## src/hw/rtl/line_rasterizer_clipped_defines.svh

```systemverilog
// Assertion macros for the line rasterizer RTL.
// Needs clock and reset in the scope of each use; define NO_ASSERTIONS to drop them.
`ifndef LINE_RASTERIZER_CLIPPED_DEFINES_SVH
`define LINE_RASTERIZER_CLIPPED_DEFINES_SVH
`ifndef NO_ASSERTIONS
`define LRC_ASSERT_IMPL(label, ante, cons, msg) \
   label: assert property (@(posedge clock) disable iff (reset) (ante) |-> (cons)) \
      else $error(msg);
`define LRC_ASSERT_NEXT(label, ante, cons, msg) \
   label: assert property (@(posedge clock) disable iff (reset) (ante) |=> (cons)) \
      else $error(msg);
`else
`define LRC_ASSERT_IMPL(label, ante, cons, msg)
`define LRC_ASSERT_NEXT(label, ante, cons, msg)
`endif
`endif

```

## src/hw/rtl/lrc_pkg.sv

```systemverilog
// Shared types and constants of the line rasterizer.
// No dependencies; used by every module of the block.
package lrc_pkg;

   localparam int COORD_BITS_DEFAULT = 16;

   // request commands
   localparam logic CMD_LOAD = 1'b0;
   localparam logic CMD_STEP = 1'b1;

   // register indexes
   localparam logic [1:0] CSR_FB_WIDTH  = 2'd0;
   localparam logic [1:0] CSR_FB_HEIGHT = 2'd1;
   localparam logic [1:0] CSR_ROW_PITCH = 2'd2;
   localparam logic [1:0] CSR_BPP       = 2'd3;

   // pixel formats
   localparam logic [5:0] BPP_8  = 6'd8;
   localparam logic [5:0] BPP_16 = 6'd16;
   localparam logic [5:0] BPP_24 = 6'd24;
   localparam logic [5:0] BPP_32 = 6'd32;

   typedef struct packed {
      logic               command;
      logic signed [15:0] start_x;
      logic signed [15:0] start_y;
      logic signed [15:0] end_x;
      logic signed [15:0] end_y;
      logic [31:0]        line_color;
   } req_type;

   typedef struct packed {
      logic signed [15:0] pixel_x;
      logic signed [15:0] pixel_y;
      logic               inside_res;
      logic [31:0]        byte_offset;
      logic [31:0]        pixel_data;
      logic [2:0]         byte_count;
      logic               last_pixel;
   } rsp_type;

   // one line point on its way from the walker to the pixel generator
   typedef struct packed {
      logic signed [15:0] x;
      logic signed [15:0] y;
      logic               last;
      logic [31:0]        color;
   } pt_type;

   typedef struct packed {
      logic [14:0] fb_width;
      logic [14:0] fb_height;
      logic [16:0] row_pitch;
      logic [5:0]  bits_per_pixel;
   } cfg_type;

endpackage

```

## src/hw/rtl/lrc_walker.sv

```systemverilog
// Bresenham walker: line state, one step per request, point stage register.
// Depends on lrc_pkg and line_rasterizer_clipped_defines.svh.
`include "line_rasterizer_clipped_defines.svh"

module lrc_walker #(
   parameter int COORD_BITS = lrc_pkg::COORD_BITS_DEFAULT
) (
   input  logic             clock,
   input  logic             reset,
   input  logic             req_valid,
   output logic             req_ready,
   input  lrc_pkg::req_type req_payload,
   output logic             pt_valid,
   input  logic             pt_ready,
   output lrc_pkg::pt_type  pt
);

   localparam int W   = COORD_BITS;
   localparam int DW  = COORD_BITS + 1;
   localparam int EW  = COORD_BITS + 3;
   localparam int E2W = COORD_BITS + 4;

   logic                  active_ff, active_in;
   logic signed [W-1:0]   cur_x_ff, cur_x_in, cur_y_ff, cur_y_in;
   logic signed [W-1:0]   goal_x_ff, goal_x_in, goal_y_ff, goal_y_in;
   logic signed [DW-1:0]  delta_x_ff, delta_x_in, neg_dy_ff, neg_dy_in;
   logic                  step_x_neg_ff, step_x_neg_in, step_y_neg_ff, step_y_neg_in;
   logic signed [EW-1:0]  err_ff, err_in;
   logic [31:0]           color_ff, color_in;
   logic                  pt_valid_ff, pt_valid_in;
   lrc_pkg::pt_type       pt_ff, pt_in;

   logic                  fire;
   logic                  emit;
   logic signed [W-1:0]   ld_sx, ld_sy, ld_gx, ld_gy;
   logic signed [DW-1:0]  ld_dx, ld_dy;
   logic signed [E2W-1:0] st_e2;
   logic                  move_x, move_y;

   assign req_ready = !pt_valid_ff || pt_ready;
   assign fire      = req_valid && req_ready;
   assign pt_valid  = pt_valid_ff;
   assign pt        = pt_ff;

   // endpoints keep the low coordinate bits as two's complement
   assign ld_sx = req_payload.start_x[W-1:0];
   assign ld_sy = req_payload.start_y[W-1:0];
   assign ld_gx = req_payload.end_x[W-1:0];
   assign ld_gy = req_payload.end_y[W-1:0];
   assign ld_dx = DW'(ld_gx) - DW'(ld_sx);
   assign ld_dy = DW'(ld_gy) - DW'(ld_sy);

   assign st_e2  = {err_ff, 1'b0};
   assign move_x = st_e2 >= E2W'(neg_dy_ff);
   assign move_y = st_e2 <= E2W'(delta_x_ff);

   always_comb begin
      active_in     = active_ff;
      cur_x_in      = cur_x_ff;
      cur_y_in      = cur_y_ff;
      goal_x_in     = goal_x_ff;
      goal_y_in     = goal_y_ff;
      delta_x_in    = delta_x_ff;
      neg_dy_in     = neg_dy_ff;
      step_x_neg_in = step_x_neg_ff;
      step_y_neg_in = step_y_neg_ff;
      err_in        = err_ff;
      color_in      = color_ff;
      emit          = 1'b0;
      if (fire && req_payload.command == lrc_pkg::CMD_LOAD) begin
         emit          = 1'b1;
         cur_x_in      = ld_sx;
         cur_y_in      = ld_sy;
         goal_x_in     = ld_gx;
         goal_y_in     = ld_gy;
         delta_x_in    = ld_dx[DW-1] ? -ld_dx : ld_dx;
         neg_dy_in     = ld_dy[DW-1] ? ld_dy : -ld_dy;
         step_x_neg_in = !(ld_sx < ld_gx);
         step_y_neg_in = !(ld_sy < ld_gy);
         err_in        = EW'(delta_x_in) + EW'(neg_dy_in);
         color_in      = req_payload.line_color;
      end else if (fire && active_ff) begin
         emit = 1'b1;
         if (move_x) begin
            err_in   = err_in + EW'(neg_dy_ff);
            cur_x_in = step_x_neg_ff ? cur_x_ff - W'(1) : cur_x_ff + W'(1);
         end
         if (move_y) begin
            err_in   = err_in + EW'(delta_x_ff);
            cur_y_in = step_y_neg_ff ? cur_y_ff - W'(1) : cur_y_ff + W'(1);
         end
      end
      // drop out of the walk once the end point is reached
      if (emit) begin
         active_in = !(cur_x_in == goal_x_in && cur_y_in == goal_y_in);
      end
   end

   always_comb begin
      pt_in.x     = 16'(cur_x_in);
      pt_in.y     = 16'(cur_y_in);
      pt_in.last  = !active_in;
      pt_in.color = color_in;
      if (fire) begin
         pt_valid_in = emit;
      end else if (pt_ready) begin
         pt_valid_in = 1'b0;
      end else begin
         pt_valid_in = pt_valid_ff;
      end
   end

   always_ff @(posedge clock) begin
      if (reset) begin
         active_ff     <= 1'b0;
         cur_x_ff      <= '0;
         cur_y_ff      <= '0;
         goal_x_ff     <= '0;
         goal_y_ff     <= '0;
         delta_x_ff    <= '0;
         neg_dy_ff     <= '0;
         step_x_neg_ff <= 1'b0;
         step_y_neg_ff <= 1'b0;
         err_ff        <= '0;
         color_ff      <= '0;
         pt_valid_ff   <= 1'b0;
      end else begin
         active_ff     <= active_in;
         cur_x_ff      <= cur_x_in;
         cur_y_ff      <= cur_y_in;
         goal_x_ff     <= goal_x_in;
         goal_y_ff     <= goal_y_in;
         delta_x_ff    <= delta_x_in;
         neg_dy_ff     <= neg_dy_in;
         step_x_neg_ff <= step_x_neg_in;
         step_y_neg_ff <= step_y_neg_in;
         err_ff        <= err_in;
         color_ff      <= color_in;
         pt_valid_ff   <= pt_valid_in;
      end
   end

   always_ff @(posedge clock) begin
      if (fire && emit) begin
         pt_ff <= pt_in;
      end
   end

   `LRC_ASSERT_NEXT(a_load_emits, fire && req_payload.command == lrc_pkg::CMD_LOAD, pt_valid_ff, "load request produced no point")
   `LRC_ASSERT_NEXT(a_idle_step_silent, fire && req_payload.command == lrc_pkg::CMD_STEP && !active_ff, !pt_valid_ff, "step after end produced a point")
   `LRC_ASSERT_IMPL(a_active_ends_on_request, $fell(active_ff) && !$past(reset), $past(fire), "walk ended without a request")
   `LRC_ASSERT_IMPL(a_last_ends_walk, pt_valid_ff && !active_ff && $past(fire) && !$past(reset), pt_ff.last, "final point not marked last")

endmodule

```

## src/hw/rtl/lrc_pixel_gen.sv

```systemverilog
// Pixel generator: clip, byte offset, format truncation and result register.
// Depends on lrc_pkg and line_rasterizer_clipped_defines.svh.
`include "line_rasterizer_clipped_defines.svh"

module lrc_pixel_gen (
   input  logic             clock,
   input  logic             reset,
   input  lrc_pkg::cfg_type cfg,
   input  logic             pt_valid,
   output logic             pt_ready,
   input  lrc_pkg::pt_type  pt,
   output logic             rsp_valid,
   input  logic             rsp_ready,
   output lrc_pkg::rsp_type rsp_payload
);

   logic             rsp_valid_ff, rsp_valid_in;
   lrc_pkg::rsp_type rsp_ff, rsp_in;

   logic             take;
   logic             in_frame;
   logic [2:0]       bytes;
   logic [31:0]      data;
   logic [31:0]      row_off;
   logic [31:0]      col_off;

   assign pt_ready    = !rsp_valid_ff || rsp_ready;
   assign take        = pt_valid && pt_ready;
   assign rsp_valid   = rsp_valid_ff;
   assign rsp_payload = rsp_ff;

   always_comb begin
      case (cfg.bits_per_pixel)
         lrc_pkg::BPP_16: begin
            bytes = 3'd2;
            data  = {16'd0, pt.color[15:0]};
         end
         lrc_pkg::BPP_24: begin
            bytes = 3'd3;
            data  = {8'd0, pt.color[23:0]};
         end
         lrc_pkg::BPP_32: begin
            bytes = 3'd4;
            data  = pt.color;
         end
         default: begin
            bytes = 3'd1;
            data  = {24'd0, pt.color[7:0]};
         end
      endcase
   end

   // a nonnegative point fits in 15 bits, so compare there
   assign in_frame = !pt.x[15] && !pt.y[15] &&
                     (pt.x[14:0] < cfg.fb_width) && (pt.y[14:0] < cfg.fb_height);

   assign row_off = {17'd0, pt.y[14:0]} * {15'd0, cfg.row_pitch};
   assign col_off = {17'd0, pt.x[14:0]} * {29'd0, bytes};

   always_comb begin
      rsp_in.pixel_x     = pt.x;
      rsp_in.pixel_y     = pt.y;
      rsp_in.inside_res  = in_frame;
      rsp_in.byte_offset = in_frame ? row_off + col_off : 32'd0;
      rsp_in.pixel_data  = in_frame ? data : 32'd0;
      rsp_in.byte_count  = bytes;
      rsp_in.last_pixel  = pt.last;
      if (take) begin
         rsp_valid_in = 1'b1;
      end else if (rsp_ready) begin
         rsp_valid_in = 1'b0;
      end else begin
         rsp_valid_in = rsp_valid_ff;
      end
   end

   always_ff @(posedge clock) begin
      if (reset) begin
         rsp_valid_ff <= 1'b0;
      end else begin
         rsp_valid_ff <= rsp_valid_in;
      end
   end

   always_ff @(posedge clock) begin
      if (take) begin
         rsp_ff <= rsp_in;
      end
   end

   `LRC_ASSERT_IMPL(a_outside_zero, rsp_valid_ff && !rsp_ff.inside_res,
      rsp_ff.byte_offset == 32'd0 && rsp_ff.pixel_data == 32'd0,
      "outside pixel carries address or data")
   `LRC_ASSERT_IMPL(a_count_range, rsp_valid_ff,
      rsp_ff.byte_count != 3'd0 && rsp_ff.byte_count <= 3'd4, "byte count out of range")
   `LRC_ASSERT_IMPL(a_inside_nonneg, rsp_valid_ff && rsp_ff.inside_res,
      !rsp_ff.pixel_x[15] && !rsp_ff.pixel_y[15], "negative point marked inside")
   `LRC_ASSERT_NEXT(a_take_loads, take, rsp_valid_ff, "accepted point lost")

endmodule

```

## src/hw/rtl/line_rasterizer_clipped.sv

```systemverilog
// Clipped Bresenham line rasterizer, one pixel per load request and per step of an active line.
// A request's point is held in the walker's point register, then in the pixel result register on rsp.
// Throughput: one request per cycle while rsp_ready holds; the walker's combinational step update sets it.
// Ready runs back through both stages; a stalled result stops input once both are full.
// Reset (synchronous) clears the walk, empties both stages and sets 32 bpp, other sizes 0.
// Depends on lrc_pkg, lrc_walker and lrc_pixel_gen.
module line_rasterizer_clipped #(
   parameter int COORD_BITS = lrc_pkg::COORD_BITS_DEFAULT
) (
   input  logic             clock,
   input  logic             reset,
   input  logic             req_valid,
   output logic             req_ready,
   input  lrc_pkg::req_type req_payload,
   output logic             rsp_valid,
   input  logic             rsp_ready,
   output lrc_pkg::rsp_type rsp_payload,
   input  logic             csr_valid,
   output logic             csr_ready,
   input  logic [1:0]       csr_index,
   input  logic [31:0]      csr_wdata
);

   lrc_pkg::cfg_type cfg_ff, cfg_in;
   logic             pt_valid;
   logic             pt_ready;
   lrc_pkg::pt_type  pt;

   assign csr_ready = 1'b1;

   always_comb begin
      cfg_in = cfg_ff;
      if (csr_valid) begin
         case (csr_index)
            lrc_pkg::CSR_FB_WIDTH:  cfg_in.fb_width       = csr_wdata[14:0];
            lrc_pkg::CSR_FB_HEIGHT: cfg_in.fb_height      = csr_wdata[14:0];
            lrc_pkg::CSR_ROW_PITCH: cfg_in.row_pitch      = csr_wdata[16:0];
            lrc_pkg::CSR_BPP:       cfg_in.bits_per_pixel = csr_wdata[5:0];
            default:                cfg_in = cfg_ff;
         endcase
      end
   end

   always_ff @(posedge clock) begin
      if (reset) begin
         cfg_ff.fb_width       <= '0;
         cfg_ff.fb_height      <= '0;
         cfg_ff.row_pitch      <= '0;
         cfg_ff.bits_per_pixel <= lrc_pkg::BPP_32;
      end else begin
         cfg_ff <= cfg_in;
      end
   end

   lrc_walker #(
      .COORD_BITS(COORD_BITS)
   ) u_walker (
      .clock      (clock),
      .reset      (reset),
      .req_valid  (req_valid),
      .req_ready  (req_ready),
      .req_payload(req_payload),
      .pt_valid   (pt_valid),
      .pt_ready   (pt_ready),
      .pt         (pt)
   );

   lrc_pixel_gen u_pixel_gen (
      .clock      (clock),
      .reset      (reset),
      .cfg        (cfg_ff),
      .pt_valid   (pt_valid),
      .pt_ready   (pt_ready),
      .pt         (pt),
      .rsp_valid  (rsp_valid),
      .rsp_ready  (rsp_ready),
      .rsp_payload(rsp_payload)
   );

endmodule

```

## config.mk

```make
export PLATFORM = sky130hd
export DESIGN_NAME = line_rasterizer_clipped
export DESIGN_NICKNAME = d
export VERILOG_FILES = /design/src/hw/rtl/lrc_pkg.sv /design/src/hw/rtl/lrc_walker.sv /design/src/hw/rtl/lrc_pixel_gen.sv /design/src/hw/rtl/line_rasterizer_clipped.sv
export VERILOG_INCLUDE_DIRS = /design/src /design/src/hw/rtl
export SDC_FILE = /design/constraint.sdc
export NUM_CORES = 2
export LEC_CHECK = 0
export ABC_AREA = 1
export BUFFER_PORTS_ARGS = -buffer_cell sky130_fd_sc_hd__buf_2
export CORE_UTILIZATION = 56
export DETAILED_ROUTE_END_ITERATION = 12
export GPL_TIMING_DRIVEN = 0
export PLACE_DENSITY = 0.78
export REMOVE_ABC_BUFFERS = 1
export SYNTH_ARGS = -nofsm -noshare
export SYNTH_HDL_FRONTEND = slang
export SYNTH_SLANG_ARGS = --single-unit
```

## constraint.sdc

```tcl
create_clock -name clock -period 6.9 [get_ports clock]
set_input_delay 1.035 -clock clock [delete_from_list [all_inputs] [get_ports clock]]
set_output_delay 1.035 -clock clock [all_outputs]
set_load 0.03 [all_outputs]
```

### Word level (Yosys, flattened, before mapping)

Index checks and enable logic that the tools add are counted.

* register bits after elaboration: 373
* input port bits: 136
* output and inout bits: 104
* logic and storage cells: 112

* add/subtract/negate cells: 12
* $mul: 2
* order comparisons: 6
* equal/unequal tests: 8
* mux-type cells: 28
* bitwise operators: 1
* reductions and logical operators: 27

Operators by type and width (count)
* $mux W16: 10
* $mux W19: 6
* $pmux W32 S3: 1
* $add A19 B17 Y19: 2
* $mux W17: 2
* $neg A17 Y17: 2
* $sub A16 B16 Y17: 2
* $add A16 B2 Y16 const B: 2
* $add A32 B18 Y32: 1
* $eq A16 B16 Y1: 2
* $lt A16 B16 Y1: 2
* $mul A15 B17 Y32: 1
* $mux W32: 1
* $sub A16 B2 Y16 const B: 2
* $lt A15 B15 Y1: 2
* $ge A20 B17 Y1: 1
* $le A20 B17 Y1: 1
* $add A17 B17 Y18: 1
* $mul A15 B3 Y18: 1
* $eq A6 B5 Y1 const B: 2
* $logic_and A1 B1 Y1: 9
* $pmux W3 S3: 1
* $logic_not A1 Y1: 8
* $reduce_and A2 Y1: 4
* other kinds (8): 18

### Depth between registers and ports, before layout

* depth after elaboration: 12
* depth in mapped cells: 34
* mapped depth without buffers: 33

### By module

Synthesis repeated with hierarchy kept, for this count alone.

* cell total of the unflattened synthesis: 4732
* area total of the unflattened synthesis: 34515.6 µm²

By module, submodules not included
* lrc_walker: instances 1, cells each 2523, area each 17175.2 µm², sequential area each 5014.8 µm²
* lrc_pixel_gen: instances 1, cells each 1864, area each 15107.0 µm², sequential area each 3052.9 µm²
* line_rasterizer_clipped: instances 1, cells each 345, area each 2233.4 µm², sequential area each 1061.0 µm²

### Worst setup path after synthesis

No wires, ideal clock.

* path type: input-to-reg
* start point: in rsp_ready
* end point: reg u_pixel_gen.rsp_ff, in the netlist u_pixel_gen.rsp_payload[0] (enable)
* library setup time: 0.594 ns
* arrival: 5.949 ns
* data required time: 6.306 ns
* setup slack: 0.357 ns
* cell stages on the path: 2
* buffers on the path: 0
* cells stage by stage: inv_1 -> a21oi_1

* longest elaborated chain between the ends: 2

Ends and longest elaborated chain
* start: declaration: RTL line line_rasterizer_clipped.sv:16 `input logic rsp_ready,`
* $logic_or A1 B1 Y1: RTL line lrc_pixel_gen.sv:27 `assign pt_ready = !rsp_valid_ff || rsp_ready;`
* $logic_and A1 B1 Y1: RTL line lrc_pixel_gen.sv:28 `assign take = pt_valid && pt_ready;`
* end signal: assignment: RTL line lrc_pixel_gen.sv:87 `rsp_ff <= rsp_in;`
* end: declaration: RTL line lrc_pixel_gen.sv:18 `lrc_pkg::rsp_type rsp_ff, rsp_in;`

Every way passes these cells.
A chain may end at the register's enable or synchronous reset.

### Final worst setup path

* start point: reg cfg_ff[0] (netlist name)
* end point: reg u_pixel_gen.rsp_ff, in the netlist u_pixel_gen.rsp_payload[67], data pin

* longest elaborated chain between the ends: 4
* elaborated cells between the ends (all ways): 6
* those cells by class: 1 x add/sub; 1 x mul; 3 x eq/ne; 1 x mux

Ends and longest elaborated chain
* start: declaration: RTL line line_rasterizer_clipped.sv:24 `lrc_pkg::cfg_type cfg_ff, cfg_in;`
* start signal: assignment: RTL line line_rasterizer_clipped.sv:51 `cfg_ff <= cfg_in;`
* $eq A6 B6 Y1 / $eq A6 B5 Y1 (equally long branches): RTL line lrc_pixel_gen.sv:33 `case (cfg.bits_per_pixel)`
* $pmux W3 S3 *: RTL line lrc_pixel_gen.sv:33
* $mul A15 B3 Y18 *: RTL line lrc_pixel_gen.sv:58 `assign col_off = {17'd0, pt.x[14:0]} * {29'd0, bytes};`
* $add A32 B18 Y32 *: RTL line lrc_pixel_gen.sv:64 `rsp_in.byte_offset = in_frame ? row_off + col_off : 32'd0;`

Mark *: on every way between the ends. The rest lies on a longest branch, timed or not.

==> reports/results.ini <==
[logic_synthesis]
ys_top_cells_by_area = edfxtp_1 (15%), fa_1 (15%), dfxtp_1 (13%)
syn_area_per_cell_um2 = 7.74
seq_area_frac_synth = 0.277
ys_seq_elements = 373
syn_inst = 4253
ys_types = 61
ys.flop_type = dfxtp_1
synth-edff-count = 166
netlist_area_um2 = 32900
synthDominantCellAreaShare = 0.151
yosysWarnings = 0
synthArstFlopShare = 0
synth_top_cell_by_area = edfxtp_1

[sta]
rsz0062_at_grt = true
fin_ws_ps = 214
final_max_slew_viol_count = 0
worst_slew_pin_slew_ps = 1290
max_freq_ghz = 0.150
fin_crit_ps = 6690
skew_ps = 16.3
timing.slew.headroom = 0.139
setup_viol = 0
finalCritPeriodShare = 0.969
finalHoldViolations = 0

[setup_path]
crit_fanout = 14
worst-setup-path-type = reg -> reg
start_kind = flip-flop
crit_arrival_ps = 7020
end_kind = flip-flop
crit_required_ps = 7230

[global_route]
grt_pass1_wl_um = 137000
grt_remaining_overflow = 0
antenna_found_initial = 3
grt_pass1_vias = 26767
grt_start_max_net_pins = 125
grt_usage = 0.290

[detailed_routing]
drt_iter0_drc = 2253
vias = 27979
drc = 0
via_per_inst = 5.40
wl_per_cell_um = 16.6
final_antenna_net_count = 0
drt_wl_total_um = 86200
dr.pass1.iters = 6

[die]
initial_core_util = 0.569
io_pins = 240
core_area_um2 = 57900
fp.dieH_um = 245
die_area_um2 = 59800
num_rows = 88
dieWidth_um = 245

[finish]
final_cell_mix = inv_1 (868), nand2_1 (820), nor2_1 (310)
drive_gt1_frac = 0.104
fillers = 5039
syn2layout_area_growth_pct = 10.1
fin_cells = 5180
final_common_cell = inv_1
nets = 5054

[pwr]
combPwrFrac = 0.432
power_leakage_nw = 18.7
clock_power_share = 0.268
p_int_mw = 5.34
power_switching_mw = 3.64
seq_power_share = 0.300
p_per_area_nw_per_um2 = 248
total_power_mw = 8.98
worst_ir_drop_vdd_v = 0.000233
switching_share = 0.406

[cts]
numCtsBuffers = 44
clk_pin_slew_ps = 60
clock-root-buffer = clkbuf_16
clk_path_buf_depth = 3
clock-sinks = 373
h-tree-depth = 2
insertion_delay_ps = 580
cts.hold.buffers_added = 0
cts_tree = built

[place]
post-place-ws_ps = -1340
dp.cells = 5090
dp_hpwl_um = 65200
port_buffers = 223
gp_congestion = 0.936

[run_status]
status = complete, no violations

[run]
maxCapViolCount = 0

[min_path]
worstHoldPathType = reg -> reg

power groups by stage:
stage	logic (mW)	clock network, mW	registers (mW)
3_5_place_dp	3.75	0	2.73
2_1_floorplan	2.78	0	2.71
5_1_grt	4.37	2.53	2.71
3_3_place_gp	3.64	0	2.74
6_report	3.88	2.41	2.69
4_1_cts	3.79	2.44	2.68
worst max-delay path, stage by stage, from the launching register on:
cell and delay [ps]:
dfxtp_1 320, nor4_1 270, inv_1 110, nor3_4 250, inv_4 130, nand2_8 130, inv_1 100, nor2_4 190
buf_4 190, nor2_1 60, fa_1 530, inv_1 50, fa_1 500, fa_1 460, fa_1 520, fa_1 430
fa_1 490, inv_1 40, ha_1 340, nand2_1 90, o21ai_2 270, a21oi_2 130, buf_4 150, or4_1 460
a21oi_1 160, nor2_1 60
cell usage after synthesis (3+ instances only):
| cell type | instances |
|---|---|
| nand2_2 | 18 |
| nand3_2 | 7 |
| nand2_1 | 821 |
| fa_1 | 245 |
| inv_2 | 4 |
| o21ai_1 | 26 |
| nor4_1 | 3 |
| a211oi_1 | 35 |
| or2_1 | 3 |
| a31o_2 | 3 |
| a31oi_1 | 22 |
| o211ai_1 | 9 |
| o21bai_1 | 6 |
| nand4_1 | 31 |
| buf_6 | 4 |
| clkbuf_1 | 133 |
| nor3b_1 | 8 |
| o221ai_1 | 4 |
| a21boi_0 | 7 |
| a21oi_1 | 312 |
| ha_1 | 297 |
| o21ai_0 | 217 |
| nor2_1 | 312 |
| nand3b_1 | 9 |
| inv_1 | 870 |
| edfxtp_1 | 166 |
| a21o_1 | 17 |
| xnor2_2 | 3 |
| buf_4 | 5 |
| o21a_1 | 4 |
| or2_2 | 73 |
| nor2_2 | 5 |
| o31ai_1 | 6 |
| and2_1 | 5 |
| buf_2 | 19 |
| nor3_1 | 25 |
| dfxtp_1 | 207 |
| xnor2_1 | 30 |
| xor2_1 | 84 |
| nand3_1 | 168 |
sequential cells by signal, indices dropped and copies added (netlist names), 16 cells and up:
name                     count
u_pixel_gen.rsp_payload    101
u_walker.delta_x_ff         17
u_walker.cur_y_ff           16
u_walker.err_ff             19
u_walker.pt                 65
cfg_ff                      53
u_walker.goal_y_ff          16
u_walker.goal_x_ff          16
u_walker.cur_x_ff           16
u_walker.color_ff           32
u_walker.neg_dy_ff          17
area by class of cell:
| cell class | instances | area (µm²) | area share |
|---|---|---|---|
| antenna | 3 | 7.51 | 0.000207 |
| clock inverter | 18 | 221 | 0.00611 |
| inverter | 876 | 3300 | 0.0910 |
| clock buffer | 64 | 1260 | 0.0347 |
| tap | 765 | 957 | 0.0264 |
| sequential | 373 | 9130 | 0.252 |
| multi-input combinational | 2841 | 20000 | 0.551 |
| timing repair buffer | 240 | 1410 | 0.0390 |
metrics by stage:
stage / hold WS, ps / cell area [µm²] / util / TNS [ps]
after global routing: 481 / 36300 / 0.626 / -88.4
after floorplan: 400 / 32200 / - / -342680
after global placement: 438 / 34300 / 0.593 / -1737780
after CTS: 454 / 36100 / 0.624 / 0
final: 443 / 36300 / 0.626 / 0
after detailed placement: 445 / 34600 / 0.598 / -19120
routing by layer:
| layer | wire, µm | vias to the layer above | GRT usage |
|---|---|---|---|
| li1 | - | 13658 | - |
| met5 | 0 | - | 0 |
| met1 | 36800 | 13127 | 0.387 |
| met3 | 6550 | 201 | 0.0413 |
| met2 | 39500 | 993 | 0.473 |
| met4 | 3450 | 0 | 0.117 |
final timing paths:
path                                  start                                         to  slack (ps)  depth (start not counted)
setup / recovery     cfg_ff[0]$_SDFFE_PP0P_  u_pixel_gen.rsp_payload[67]$_SDFFCE_PN0P_         210                         25
setup reg to reg     cfg_ff[0]$_SDFFE_PP0P_  u_pixel_gen.rsp_payload[67]$_SDFFCE_PN0P_         210                         25
hold reg to reg   u_walker.pt[48]$_DFFE_PP_      u_pixel_gen.rsp_payload[84]$_DFFE_PP_         440                          0
hold / removal    u_walker.pt[48]$_DFFE_PP_      u_pixel_gen.rsp_payload[84]$_DFFE_PP_         440                          0
cell families (layout without fill, tap and decap cells):
logic type                 Yosys count  in the layout  share of synthesized area
buffers and inverters             1039           1198                      0.121
muxes                                2              2                   0.000608
adders and majority gates          542            542                      0.262
and+or+nand+nor                   1496           1496                      0.193
AOI/OAI and AO/OA                  681            681                      0.113
other                                1              4                   0.000114
DFF                                373            373                      0.277
xor gates and xnor gates           119            119                     0.0331
repair_timing:
action	CTS	global route
setup endpoints to repair	24	13
pin swaps	2	1
buffers inserted	3	2
resized for setup	9	23
hold endpoints to repair	0	0
(Power assumes the default switching activity.)
